<file path="src/rtl/bfc_pkg.sv">
// Shared constants, codes and types of the banked flash command controller.
`default_nettype none

package bfc_pkg;

	localparam int MAIN_BYTES            = 2097152;
	localparam int BACKUP_BYTES          = 262144;
	localparam int PASSTHROUGH_MAX_BYTES = 1048576;
	localparam int UNIT_BYTES            = 65536;

	localparam int POS_W  = 21;
	localparam int LEN_W  = 17;
	localparam int SIZE_W = 22;

	localparam logic [4:0] PT_MAX_UNITS = 5'(PASSTHROUGH_MAX_BYTES / UNIT_BYTES);

	// bus actions
	localparam logic [2:0] ACT_FLASH_RD = 3'd0;
	localparam logic [2:0] ACT_FLASH_WR = 3'd1;
	localparam logic [2:0] ACT_IO_RD    = 3'd2;
	localparam logic [2:0] ACT_IO_WR    = 3'd3;
	localparam logic [2:0] ACT_WARM_RST = 3'd4;

	// memory commands
	localparam logic [2:0] OP_NONE  = 3'd0;
	localparam logic [2:0] OP_READ  = 3'd1;
	localparam logic [2:0] OP_PROG  = 3'd2;
	localparam logic [2:0] OP_ESECT = 3'd3;
	localparam logic [2:0] OP_ECHIP = 3'd4;
	localparam logic [2:0] OP_IMM   = 3'd5;

	localparam logic [1:0] CHIP_MAIN   = 2'd0;
	localparam logic [1:0] CHIP_BACKUP = 2'd1;
	localparam logic [1:0] CHIP_PASS   = 2'd2;

	// I/O register numbers
	localparam logic [3:0] REG_ID      = 4'd0;
	localparam logic [3:0] REG_CONTROL = 4'd1;
	localparam logic [3:0] REG_STATUS  = 4'd2;
	localparam logic [3:0] REG_REV     = 4'd9;

	// configuration register indexes
	localparam logic CFG_BANK_SWITCHES = 1'b0;
	localparam logic CFG_PT_SIZE       = 1'b1;

	// flash command bytes and unlock addresses
	localparam logic [7:0] FC_RESET    = 8'hF0;
	localparam logic [7:0] FC_UNLOCK1  = 8'hAA;
	localparam logic [7:0] FC_UNLOCK2  = 8'h55;
	localparam logic [7:0] FC_ERASE    = 8'h80;
	localparam logic [7:0] FC_AUTOSEL  = 8'h90;
	localparam logic [7:0] FC_PROGRAM  = 8'hA0;
	localparam logic [7:0] FC_CHIP_ER  = 8'h10;
	localparam logic [7:0] FC_SECT_ER  = 8'h30;

	localparam logic [15:0] ADDR_5555 = 16'h5555;
	localparam logic [15:0] ADDR_0555 = 16'h0555;
	localparam logic [15:0] ADDR_2AAA = 16'h2AAA;
	localparam logic [15:0] ADDR_02AA = 16'h02AA;

	localparam logic [7:0] ID_MAIN_MFR   = 8'h01;
	localparam logic [7:0] ID_MAIN_DEV   = 8'hAD;
	localparam logic [7:0] ID_BACKUP_MFR = 8'h1C;
	localparam logic [7:0] ID_BACKUP_DEV = 8'h92;
	localparam logic [7:0] REG_ID_VAL    = 8'hE1;
	localparam logic [7:0] REG_REV_VAL   = 8'h69;

	localparam logic [7:0] CONTROL_RST = 8'h0F;
	localparam logic [3:0] SWITCH_RST  = 4'hF;

	typedef enum logic [2:0] {
		CMD_IDLE,
		CMD_UNLOCK1,
		CMD_UNLOCK2,
		CMD_ERASE1,
		CMD_ERASE2,
		CMD_ERASE3,
		CMD_AUTOSEL,
		CMD_PROGRAM
	} cmd_state_t;

	typedef enum logic [1:0] {
		SEQ_IDLE,
		SEQ_DIV,
		SEQ_EXEC
	} seq_state_t;

	typedef struct packed {
		logic load;
		logic div_start;
		logic exec;
	} ctrl_cmd_t;

	typedef struct packed {
		logic need_div;
		logic div_done;
	} dp_status_t;

endpackage

`default_nettype wire

</file>
<file path="src/rtl/bfc_rem.sv">
// Iterative remainder unit: 8-bit dividend modulo a 5-bit divisor, one bit a cycle.
`default_nettype none

module bfc_rem
	import bfc_pkg::*;
(
	input  wire logic       clk,
	input  wire logic       arst_n,
	input  wire logic       start,
	input  wire logic [7:0] dividend,
	input  wire logic [4:0] divisor,
	output logic            done,
	output logic [3:0]      rem
);

	logic [7:0] shift_q;
	logic [4:0] rem_q;
	logic [4:0] div_q;
	logic [2:0] cnt_q;
	logic       busy_q;
	logic       done_q;
	logic [4:0] trial;

	// remainder stays below the divisor (at most 16), so four bits carry over
	assign trial = {rem_q[3:0], shift_q[7]};

	always_ff @(posedge clk or negedge arst_n) begin
		if (!arst_n) begin
			busy_q <= 1'b0;
			done_q <= 1'b0;
			cnt_q  <= '0;
		end else if (start) begin
			busy_q <= 1'b1;
			done_q <= 1'b0;
			cnt_q  <= '0;
		end else if (busy_q) begin
			cnt_q <= cnt_q + 3'd1;
			if (cnt_q == 3'd7) begin
				busy_q <= 1'b0;
				done_q <= 1'b1;
			end
		end else begin
			done_q <= 1'b0;
		end
	end

	always_ff @(posedge clk) begin
		if (start) begin
			shift_q <= dividend;
			rem_q   <= '0;
			div_q   <= divisor;
		end else if (busy_q) begin
			shift_q <= {shift_q[6:0], 1'b0};
			if (trial >= div_q) begin
				rem_q <= trial - div_q;
			end else begin
				rem_q <= trial;
			end
		end
	end

	assign done = done_q;
	assign rem  = rem_q[3:0];

endmodule

`default_nettype wire

</file>
<file path="src/rtl/bfc_ctrl.sv">
// Sequencer: request intake, remainder wait, execute and output handshake.
`default_nettype none

module bfc_ctrl
	import bfc_pkg::*;
(
	input  wire logic       clk,
	input  wire logic       arst_n,
	input  wire logic       in_valid,
	output logic            in_stall,
	output logic            out_valid,
	input  wire logic       out_stall,
	input  wire dp_status_t status,
	output ctrl_cmd_t       cmd
);

	seq_state_t state_q, state_d;
	logic       out_valid_q;

	always_ff @(posedge clk or negedge arst_n) begin
		if (!arst_n) begin
			state_q     <= SEQ_IDLE;
			out_valid_q <= 1'b0;
		end else begin
			state_q <= state_d;
			if (cmd.exec) begin
				out_valid_q <= 1'b1;
			end else if (!out_stall) begin
				out_valid_q <= 1'b0;
			end
		end
	end

	always_comb begin
		state_d       = state_q;
		cmd           = '0;
		in_stall      = 1'b1;
		unique case (state_q)
			SEQ_IDLE: begin
				in_stall = 1'b0;
				if (in_valid) begin
					cmd.load = 1'b1;
					if (status.need_div) begin
						cmd.div_start = 1'b1;
						state_d       = SEQ_DIV;
					end else begin
						state_d = SEQ_EXEC;
					end
				end
			end
			SEQ_DIV: begin
				if (status.div_done) begin
					state_d = SEQ_EXEC;
				end
			end
			SEQ_EXEC: begin
				// result register must be free or draining this cycle
				if (!out_valid_q || !out_stall) begin
					cmd.exec = 1'b1;
					state_d  = SEQ_IDLE;
				end
			end
			default: state_d = SEQ_IDLE;
		endcase
	end

	assign out_valid = out_valid_q;

endmodule

`default_nettype wire

</file>
<file path="src/rtl/bfc_datapath.sv">
// Datapath: config, control/status and command state, window mapping, result register.
`default_nettype none

module bfc_datapath
	import bfc_pkg::*;
(
	input  wire logic              clk,
	input  wire logic              arst_n,
	input  wire ctrl_cmd_t         cmd,
	output dp_status_t             status,
	input  wire logic              wr_en,
	input  wire logic              wr_index,
	input  wire logic [4:0]        wr_data,
	input  wire logic [2:0]        action,
	input  wire logic [23:0]       offset,
	input  wire logic [3:0]        reg_index,
	input  wire logic [31:0]       write_data,
	input  wire logic [2:0]        access_size,
	output logic [2:0]             mem_op,
	output logic [1:0]             chip_select,
	output logic [POS_W-1:0]       mem_pos,
	output logic [LEN_W-1:0]       erase_length,
	output logic [31:0]            read_data
);

	localparam logic [POS_W-1:0]  MAIN_MASK = POS_W'(MAIN_BYTES - 1);
	localparam logic [SIZE_W-1:0] MAIN_SIZE = SIZE_W'(MAIN_BYTES);
	localparam logic [SIZE_W-1:0] BACK_SIZE = SIZE_W'(BACKUP_BYTES);

	function automatic logic [31:0] size_mask(input logic [2:0] sz);
		logic [31:0] m;
		case (sz)
			3'd0, 3'd1: m = 32'h0000_00FF;
			3'd2:       m = 32'h0000_FFFF;
			3'd3:       m = 32'h00FF_FFFF;
			default:    m = 32'hFFFF_FFFF;
		endcase
		return m;
	endfunction

	// configuration and architectural state
	logic [3:0]  bank_sw_q;
	logic [4:0]  pt_units_q;
	logic [7:0]  control_q;
	logic [7:0]  status_q;
	cmd_state_t  cmd_state_q;

	// captured request
	logic [2:0]  action_q;
	logic [23:0] offset_q;
	logic [3:0]  reg_q;
	logic [31:0] wdata_q;
	logic [2:0]  size_q;

	// result register
	logic [2:0]        op_q;
	logic [1:0]        chip_q;
	logic [POS_W-1:0]  pos_q;
	logic [LEN_W-1:0]  len_q;
	logic [31:0]       rdata_q;

	logic [4:0] units_sat;
	logic       in_pass, in_backup, mapped;
	logic [3:0] bank;
	logic [3:0] pt_rem;
	logic       rem_done;

	logic [POS_W-1:0] main_pos, back_pos, pass_pos, res_pos, sect_base;
	logic [1:0]       res_chip;
	logic [LEN_W-1:0] sect_len, sect_len_raw;
	logic [SIZE_W-1:0] sect_end, chip_bytes;

	logic [7:0]  wbyte;
	logic [15:0] cmd_addr;
	logic        a5, a2;

	logic [2:0]        op_d;
	logic [1:0]        chip_d;
	logic [POS_W-1:0]  pos_d;
	logic [LEN_W-1:0]  len_d;
	logic [31:0]       rdata_d;
	cmd_state_t        cmd_state_d;
	logic [7:0]        control_d, status_d;

	assign units_sat = (pt_units_q > PT_MAX_UNITS) ? PT_MAX_UNITS : pt_units_q;
	assign in_pass   = control_q[5];
	assign in_backup = control_q[7];
	assign mapped    = !in_pass || (units_sat != 5'd0);
	assign bank      = status_q[7] ? status_q[3:0] : bank_sw_q;

	// only mapped passthrough reads need the window folded by the size
	assign status.need_div = (action == ACT_FLASH_RD) && (cmd_state_q != CMD_AUTOSEL) &&
		in_pass && (units_sat != 5'd0);
	assign status.div_done = rem_done;

	bfc_rem u_rem (
		.clk      (clk),
		.arst_n   (arst_n),
		.start    (cmd.div_start),
		.dividend (offset[23:16]),
		.divisor  (units_sat),
		.done     (rem_done),
		.rem      (pt_rem)
	);

	always_comb begin
		if (bank < 4'd8) begin
			main_pos = {bank[2:0], offset_q[17:0]};
		end else if (bank < 4'd12) begin
			main_pos = {bank[1:0], offset_q[18:0]};
		end else if (bank < 4'd14) begin
			main_pos = {bank[0], offset_q[19:0]};
		end else begin
			main_pos = offset_q[20:0];
		end
		main_pos = main_pos & MAIN_MASK;
	end

	assign back_pos = {3'b000, offset_q[17:0]};
	assign pass_pos = {1'b0, pt_rem, offset_q[15:0]};
	assign res_pos  = in_pass ? pass_pos : (in_backup ? back_pos : main_pos);
	assign res_chip = in_pass ? CHIP_PASS : (in_backup ? CHIP_BACKUP : CHIP_MAIN);

	// sector geometry (backup flash has a small boot-block tail)
	always_comb begin
		if (!in_backup || res_pos <= POS_W'(24'h2FFFF)) begin
			sect_len_raw = LEN_W'(65536);
		end else if (res_pos <= POS_W'(24'h37FFF)) begin
			sect_len_raw = LEN_W'(32768);
		end else if (res_pos <= POS_W'(24'h3BFFF)) begin
			sect_len_raw = LEN_W'(8192);
		end else begin
			sect_len_raw = LEN_W'(16384);
		end
		sect_base  = res_pos & ~(POS_W'(sect_len_raw) - POS_W'(1));
		chip_bytes = in_backup ? BACK_SIZE : MAIN_SIZE;
		sect_end   = SIZE_W'(sect_base) + SIZE_W'(sect_len_raw);
		if (sect_end > chip_bytes) begin
			sect_len = LEN_W'(chip_bytes - SIZE_W'(sect_base));
		end else begin
			sect_len = sect_len_raw;
		end
	end

	assign wbyte    = wdata_q[7:0];
	assign cmd_addr = offset_q[15:0];
	assign a5       = (cmd_addr == ADDR_5555) || (cmd_addr == ADDR_0555);
	assign a2       = (cmd_addr == ADDR_2AAA) || (cmd_addr == ADDR_02AA);

	always_comb begin
		op_d        = OP_NONE;
		chip_d      = CHIP_MAIN;
		pos_d       = '0;
		len_d       = '0;
		rdata_d     = '0;
		cmd_state_d = cmd_state_q;
		control_d   = control_q;
		status_d    = status_q;
		case (action_q)
			ACT_FLASH_RD: begin
				if (cmd_state_q == CMD_AUTOSEL) begin
					op_d = OP_IMM;
					if (offset_q[1:0] == 2'd0) begin
						rdata_d = {24'd0, in_backup ? ID_BACKUP_MFR : ID_MAIN_MFR};
					end else if (offset_q[1:0] == 2'd1) begin
						rdata_d = {24'd0, in_backup ? ID_BACKUP_DEV : ID_MAIN_DEV};
					end
				end else if (mapped) begin
					op_d   = OP_READ;
					chip_d = res_chip;
					pos_d  = res_pos;
				end else begin
					op_d    = OP_IMM;
					rdata_d = size_mask(size_q);
				end
			end
			ACT_FLASH_WR: begin
				if (cmd_state_q != CMD_PROGRAM && wbyte == FC_RESET) begin
					cmd_state_d = CMD_IDLE;
				end else begin
					unique case (cmd_state_q)
						CMD_IDLE: begin
							if (a5 && wbyte == FC_UNLOCK1) cmd_state_d = CMD_UNLOCK1;
						end
						CMD_UNLOCK1: begin
							cmd_state_d = (a2 && wbyte == FC_UNLOCK2) ? CMD_UNLOCK2 : CMD_IDLE;
						end
						CMD_UNLOCK2: begin
							if (a5 && wbyte == FC_ERASE) cmd_state_d = CMD_ERASE1;
							else if (a5 && wbyte == FC_AUTOSEL) cmd_state_d = CMD_AUTOSEL;
							else if (a5 && wbyte == FC_PROGRAM) cmd_state_d = CMD_PROGRAM;
							else cmd_state_d = CMD_IDLE;
						end
						CMD_ERASE1: begin
							cmd_state_d = (a5 && wbyte == FC_UNLOCK1) ? CMD_ERASE2 : CMD_IDLE;
						end
						CMD_ERASE2: begin
							cmd_state_d = (a2 && wbyte == FC_UNLOCK2) ? CMD_ERASE3 : CMD_IDLE;
						end
						CMD_ERASE3: begin
							if (a5 && wbyte == FC_CHIP_ER) begin
								if (!in_pass) begin
									op_d   = OP_ECHIP;
									chip_d = in_backup ? CHIP_BACKUP : CHIP_MAIN;
								end
							end else if (wbyte == FC_SECT_ER && !in_pass) begin
								op_d   = OP_ESECT;
								chip_d = res_chip;
								pos_d  = sect_base;
								len_d  = sect_len;
							end
							cmd_state_d = CMD_IDLE;
						end
						CMD_PROGRAM: begin
							if (!in_pass) begin
								op_d    = OP_PROG;
								chip_d  = res_chip;
								pos_d   = res_pos;
								rdata_d = wdata_q & size_mask(size_q);
							end
							cmd_state_d = CMD_IDLE;
						end
						CMD_AUTOSEL: ; // held until a reset command
						default: cmd_state_d = CMD_IDLE;
					endcase
				end
			end
			ACT_IO_RD: begin
				op_d = OP_IMM;
				unique case (reg_q)
					REG_ID:      rdata_d = {24'd0, REG_ID_VAL};
					REG_REV:     rdata_d = {24'd0, REG_REV_VAL};
					REG_CONTROL: rdata_d = status_q[7] ? {24'd0, control_q} : {28'd0, bank_sw_q};
					REG_STATUS:  rdata_d = {24'd0, status_q};
					default:     rdata_d = '0;
				endcase
			end
			ACT_IO_WR: begin
				if (reg_q == REG_CONTROL) control_d = wdata_q[7:0];
				else if (reg_q == REG_STATUS) status_d = wdata_q[7:0];
			end
			ACT_WARM_RST: cmd_state_d = CMD_IDLE;
			default: ;
		endcase
	end

	always_ff @(posedge clk or negedge arst_n) begin
		if (!arst_n) begin
			bank_sw_q   <= SWITCH_RST;
			pt_units_q  <= '0;
			control_q   <= CONTROL_RST;
			status_q    <= '0;
			cmd_state_q <= CMD_IDLE;
		end else begin
			if (wr_en) begin
				unique case (wr_index)
					CFG_BANK_SWITCHES: bank_sw_q  <= wr_data[3:0];
					CFG_PT_SIZE:       pt_units_q <= wr_data;
					default: ;
				endcase
			end
			if (cmd.exec) begin
				control_q   <= control_d;
				status_q    <= status_d;
				cmd_state_q <= cmd_state_d;
			end
		end
	end

	always_ff @(posedge clk) begin
		if (cmd.load) begin
			action_q <= action;
			offset_q <= offset;
			reg_q    <= reg_index;
			wdata_q  <= write_data;
			size_q   <= access_size;
		end
		if (cmd.exec) begin
			op_q    <= op_d;
			chip_q  <= chip_d;
			pos_q   <= pos_d;
			len_q   <= len_d;
			rdata_q <= rdata_d;
		end
	end

	assign mem_op       = op_q;
	assign chip_select  = chip_q;
	assign mem_pos      = pos_q;
	assign erase_length = len_q;
	assign read_data    = rdata_q;

endmodule

`default_nettype wire

</file>
<file path="src/rtl/banked_flash_command_controller.sv">
// Banked flash command controller: sequencer and datapath.
// One bus access goes in on the request channel (in_valid / in_stall) and exactly
// one memory command comes out on the result channel (out_valid / out_stall).
// A request is taken at a clock edge with valid high and stall low.
// Most accesses are first captured, then decoded: the decode updates the command
// state and loads the result register, and out_valid rises on the cycle after
// that. A flash read while the passthrough flash is mapped also waits for
// the bit-serial remainder unit that folds the window onto the configured
// passthrough size.
// The result register decouples the sides: a new request is captured while a
// result waits; a stalled result holds until taken and the next decode waits
// for the register to free up.
// Configuration: wr_en / wr_index / wr_data, no read-back;
// write only while no request is in flight.
// Reset (arst_n low): command state idle, control 0x0F, status 0, bank switches
// 0xF, passthrough size 0, no result pending.
`default_nettype none

module banked_flash_command_controller
	import bfc_pkg::*;
(
	input  wire logic              clk,
	input  wire logic              arst_n,
	input  wire logic              wr_en,
	input  wire logic              wr_index,
	input  wire logic [4:0]        wr_data,
	input  wire logic              in_valid,
	output logic                   in_stall,
	input  wire logic [2:0]        action,
	input  wire logic [23:0]       offset,
	input  wire logic [3:0]        reg_index,
	input  wire logic [31:0]       write_data,
	input  wire logic [2:0]        access_size,
	output logic                   out_valid,
	input  wire logic              out_stall,
	output logic [2:0]             mem_op,
	output logic [1:0]             chip_select,
	output logic [POS_W-1:0]       mem_pos,
	output logic [LEN_W-1:0]       erase_length,
	output logic [31:0]            read_data
);

	ctrl_cmd_t  cmd;
	dp_status_t status;

	bfc_ctrl u_ctrl (
		.clk       (clk),
		.arst_n    (arst_n),
		.in_valid  (in_valid),
		.in_stall  (in_stall),
		.out_valid (out_valid),
		.out_stall (out_stall),
		.status    (status),
		.cmd       (cmd)
	);

	bfc_datapath u_dp (
		.clk          (clk),
		.arst_n       (arst_n),
		.cmd          (cmd),
		.status       (status),
		.wr_en        (wr_en),
		.wr_index     (wr_index),
		.wr_data      (wr_data),
		.action       (action),
		.offset       (offset),
		.reg_index    (reg_index),
		.write_data   (write_data),
		.access_size  (access_size),
		.mem_op       (mem_op),
		.chip_select  (chip_select),
		.mem_pos      (mem_pos),
		.erase_length (erase_length),
		.read_data    (read_data)
	);

endmodule

`default_nettype wire

</file>
<file path="config.mk">
export PLATFORM = sky130hd
export DESIGN_NAME = banked_flash_command_controller
export DESIGN_NICKNAME = d
export VERILOG_FILES = /design/src/rtl/bfc_pkg.sv /design/src/rtl/bfc_rem.sv /design/src/rtl/bfc_ctrl.sv /design/src/rtl/bfc_datapath.sv /design/src/rtl/banked_flash_command_controller.sv
export SDC_FILE = /design/constraint.sdc
export NUM_CORES = 1
export LEC_CHECK = 0
export BUFFER_PORTS_ARGS = -buffer_cell sky130_fd_sc_hd__clkbuf_2
export CORE_ASPECT_RATIO = 0.9
export CORE_MARGIN = 2
export CORE_UTILIZATION = 45
export CTS_CLUSTER_SIZE = 40
export DETAILED_ROUTE_END_ITERATION = 8
export PLACE_DENSITY = 0.72
export SETUP_SLACK_MARGIN = 0.1
export SLEW_MARGIN = 20
export SYNTH_ARGS = -nofsm -noshare
export SYNTH_HDL_FRONTEND = slang
export SYNTH_SLANG_ARGS = --single-unit
</file>
<file path="constraint.sdc">
create_clock -name clk -period 6.85 [get_ports clk]
set_input_delay 1.0275 -clock clk [delete_from_list [all_inputs] [get_ports clk]]
set_output_delay 1.0275 -clock clk [all_outputs]
set_load 0.01 [all_outputs]
</file>
==> key figures <==
Run status
  • Status: complete, no violations

Clocking
  • Root buffer cell: clkbuf_16
  • Clock tree from TritonCTS: built
  • # hold bufs at CTS: 0
  • Max clock buf depth: 2
  • Post_cts resized: 0
  • Clk pin slew, worst setup/hold paths: 0.08 ns
  • Clk sinks: 178
  • Htree depth: 4
  • Clk_lat worst skew: roughly 0.44 ns
  • Post-CTS setup buffers: 0
  • Num CTS Buffers: 17

Critical path
  • FF-to-FF Start: u_dp.status_q[7]$_DFFE_PN0P_
  • CP Capture Type: flop
  • Required @ worst endpoint: 7.04 ns
  • Largest stage delay, worst path: ~0.7 ns
  • Startpoint Class: flop
  • Crit path cell chain: mux2i_1, o2bb2a_2, o31ai_4, nand2_1, nor4_1, inv_1, ha_1, nand2_1, a211oi_2, a31o_1, nand2_1, nor3_1, ha_1, nand2_1, nor2_1, o2111ai_2, o22ai_4, mux2i_1, nor2_1
  • Critical path class: reg -> reg
  • Worst endpoint data arrival time: around 5.5 ns
  • Reg2reg path depth: 19
  • Cell family with most CP delay: compound AO/OA/AOI/OAI gates
  • Critical Path Fanout Max: 19
  • CP most frequent cell: nand2_1
  • Worst R2R Setup Slack: approximately 1.6 ns
  • Slowest-stage cell, CP: dfrtp_1
  • CP Buf/Inv Count: 1
  • Terminus of the critical flop-to-flop path: u_dp.erase_length[14]$_SDFFCE_PP0P_

Floorplanning
  • Die area: about 0.020 mm2
  • Row cnt: 47
  • Core footprint: 0.0183 mm2
  • Die height: ~130 um
  • Initial Util: between 40% and 50%
  • Die X: 148 um
  • Boundary Pins: approximately 150

Cells and area
  • Fillcell total: 1,570
  • Non-Filler Instances: 1,086
  • Final nets: around 900
  • Share of layout cells above drive strength 1: approximately 28%
  • P&R area growth vs syn: 18.0%
  • Final Core Density: about 54%
  • Number of diodes: 0
  • Design Area, Final: between 0.009 and 0.01 mm2

STA
  • Final setup fails: 0
  • Worst slew pin tran: around 1.1 ns
  • Fmax: between 0.15 and 0.2 GHz
  • Final min period: ~5.3 ns
  • Fin. max-slew vios: 0
  • Fin. Hold Viols: 0
  • Relative slew slack: 29.3%
  • Fin Setup TNS: 0 ns
  • Period utilization: between 70% and 80%
  • RSZ-0062 raised after global routing: false
  • Final Skew: ~0.012 ns

Yosys
  • Ys async rst share: roughly 20%
  • Post-synthesis register bit count: approximately 180
  • Seq/Total Area, Yosys: 61.3%
  • Cell Area, Synth: about 0.0084 mm2
  • Top FF cell, synth: edfxtp_1
  • Synth top area share: between 40% and 50%
  • Number of synthesized flops with an enable pin: around 140
  • Syn Area/Cell: ~12 um2
  • Yosys Warn Count: 0
  • Top cells by area, synth: edfxtp_1 (50%), dfrtp_1 (8.4%), nand2_1 (3.9%)
  • Yosys top cell by area: edfxtp_1
  • Synth unique cells: 82
  • Syn Inst Count: ~700

Routing
  • Vias per cell: about 5.4
  • DRC Markers: 0
  • Wire per inst: roughly 17 um
  • Drt initial violations: slightly above 600
  • Final ANT Viol Nets: 0
  • First-pass iteration count of the detailed router: 5
  • Post-Route WL: roughly 18,000 um
  • DR vias: between 5,000 and 6,000

Power
  • Maximum vdd drop: about 0.00018 V
  • Leakage Power: just under 4 nW
  • Total power: about 2.9 mW
  • P per Cell Area: about 300 mW/mm2

Global routing
  • First-pass GRT wire length: between 20,000 and 30,000 um
  • Largest net degree at the start of global routing: 64
  • Initial antenna violation count: 0
  • Total gr overflow: 0
  • Vias in the first global route: 5,426
  • Gr usage total: around a fifth

Hold path
  • Hold Path Sink: u_dp.status_q[4]$_DFFE_PN0P_
  • Hold depth: 1
  • Hold path start: u_dp.status_q[4]$_DFFE_PN0P_
  • Hold crit path type: reg -> reg

Placed design
  • Dpl cells: approximately 1,100
  • Gpl congestion: 0.890
  • Area after DPL: between 0.009 and 0.01 mm2
  • HPWL after DPL: 13,100 um
  • Buffers on Ports: 140

Flow run
  • Max-Cap Viols: 0
## final cells by class
type	count	area [um2]	share of cell area (%)
inverters	21	78.8	0.798
clock inverters	15	216	2.19
flip-flops and latches	178	5130	52.0
well taps	245	307	3.10
multi-input cells	467	2990	30.3
clock buffers	17	425	4.31
repair buffers	143	723	7.32
## how the worst max path moves through the flow
stage | from | to | slack (ns) | cells after the start
6_report | u_dp.status_q[7]$_DFFE_PN0P_ | u_dp.erase_length[14]$_SDFFCE_PP0P_ | 1.57 | 19
3_5_place_dp | u_dp.status_q[7]$_DFFE_PN0P_ | u_dp.erase_length[14]$_SDFFCE_PP0P_ | 1.82 | 19
3_3_place_gp | u_dp.status_q[7]$_DFFE_PN0P_ | u_dp.erase_length[14]$_SDFFCE_PP0P_ | 1.95 | 19
2_1_floorplan | u_dp.bank_sw_q[3]$_DFFE_PN1P_ | u_dp.erase_length[14]$_SDFFCE_PP0P_ | 2.52 | 19
4_1_cts | u_dp.status_q[7]$_DFFE_PN0P_ | u_dp.erase_length[14]$_SDFFCE_PP0P_ | 1.73 | 19
5_1_grt | u_dp.status_q[7]$_DFFE_PN0P_ | u_dp.erase_length[14]$_SDFFCE_PP0P_ | 1.21 | 19
## flip-flops by register name, summed over array words and instances (netlist names), 4 cells and up
signal and flops:
u_dp.offset_q 21, u_dp.control_q 8, u_dp.reg_q 4, u_dp.bank_sw_q 4, u_dp.u_rem.div_q 5, u_dp.erase_length 4
u_dp.read_data 32, u_dp.wdata_q 32, u_dp.mem_pos 21, u_dp.pt_units_q 5, u_dp.u_rem.rem_q 4, u_dp.u_rem.shift_q 8
u_dp.status_q 8
## worst reg2reg max path, cell delays in order (launching register included)
cell,delay (ns)
dfrtp_1,0.70
mux2i_1,0.14
o2bb2a_2,0.30
o31ai_4,0.39
nand2_1,0.10
nor4_1,0.57
inv_1,0.21
ha_1,0.38
nand2_1,0.10
a211oi_2,0.43
a31o_1,0.30
nand2_1,0.11
nor3_1,0.21
ha_1,0.18
nand2_1,0.06
nor2_1,0.12
o2111ai_2,0.15
o22ai_4,0.29
mux2i_1,0.23
nor2_1,0.05
## through the flow
step / hold slack [ns] / worst slack [ns]
final: 0.515 / 1.57
after global routing: 0.528 / 1.21
after CTS: 0.518 / 1.73
after detailed placement: 0.497 / 1.82
after global placement: 0.491 / 1.95
after floorplan: 0.451 / 2.52
## cell families after synthesis
family,after synthesis,synth area share (%)
AND/OR/NAND/NOR,254,15.6
flip-flops,178,61.3
AO/OA/AOI/OAI,135,11.0
buffers and inverters,63,3.54
multiplexers,39,5.05
adder cells (fa/ha/maj),15,2.33
XOR/XNOR,11,1.15
other,1,0.0448
## report_power, final
group | total, mW | internal (mW) | leakage (nW) | switching, mW
sequential | 1.44 | 1.32 | 1.80 | 0.115
clock | 1.02 | 0.510 | 0.306 | 0.509
combinational | 0.447 | 0.186 | 1.82 | 0.261
total | 2.90 | 2.02 | 3.93 | 0.884
## metal layers
metal	routed length (um)	up-vias	GRT usage, %
met5	0	-	0
met4	325	0	7.05
met3	1330	29	4.76
met2	8880	221	29.9
met1	7860	2822	26.0
li1	-	2816	-
## cell usage after synthesis, drive strengths merged (14+ instances only)
cell and number:
nand2 87, edfxtp 138, o21ai 28, mux2 23, buf 21, clkbuf 21, dfrtp 28, nand2b 14
inv 21, nor2 48, mux2i 16, a21oi 57, ha 14, nor2b 24
## cells in the final DEF (no fill, tap or decap), drive strengths merged, types with 3 or more instances in the layout
cell type / instances
a211oi: 7
nand4: 7
mux2: 23
clkbuf: 157
inv: 28
nor2b: 24
nor2: 48
nand2: 87
xnor2: 9
nand3: 11
dfxtp: 4
nor4bb: 3
edfxtp: 138
a221oi: 3
o31ai: 3
nor4: 9
o21ai: 28
dfrtp: 28
a211o: 4
ha: 14
conb: 13
nand3b: 9
nand2b: 14
clkinv: 8
or2: 4
dfstp: 8
mux2i: 16
or4: 3
and3: 8
or3: 4
nor4b: 3
a21oi: 57
nor3: 10
buf: 3
a21o: 3
Note: power is estimated with default switching activity, not from simulation.
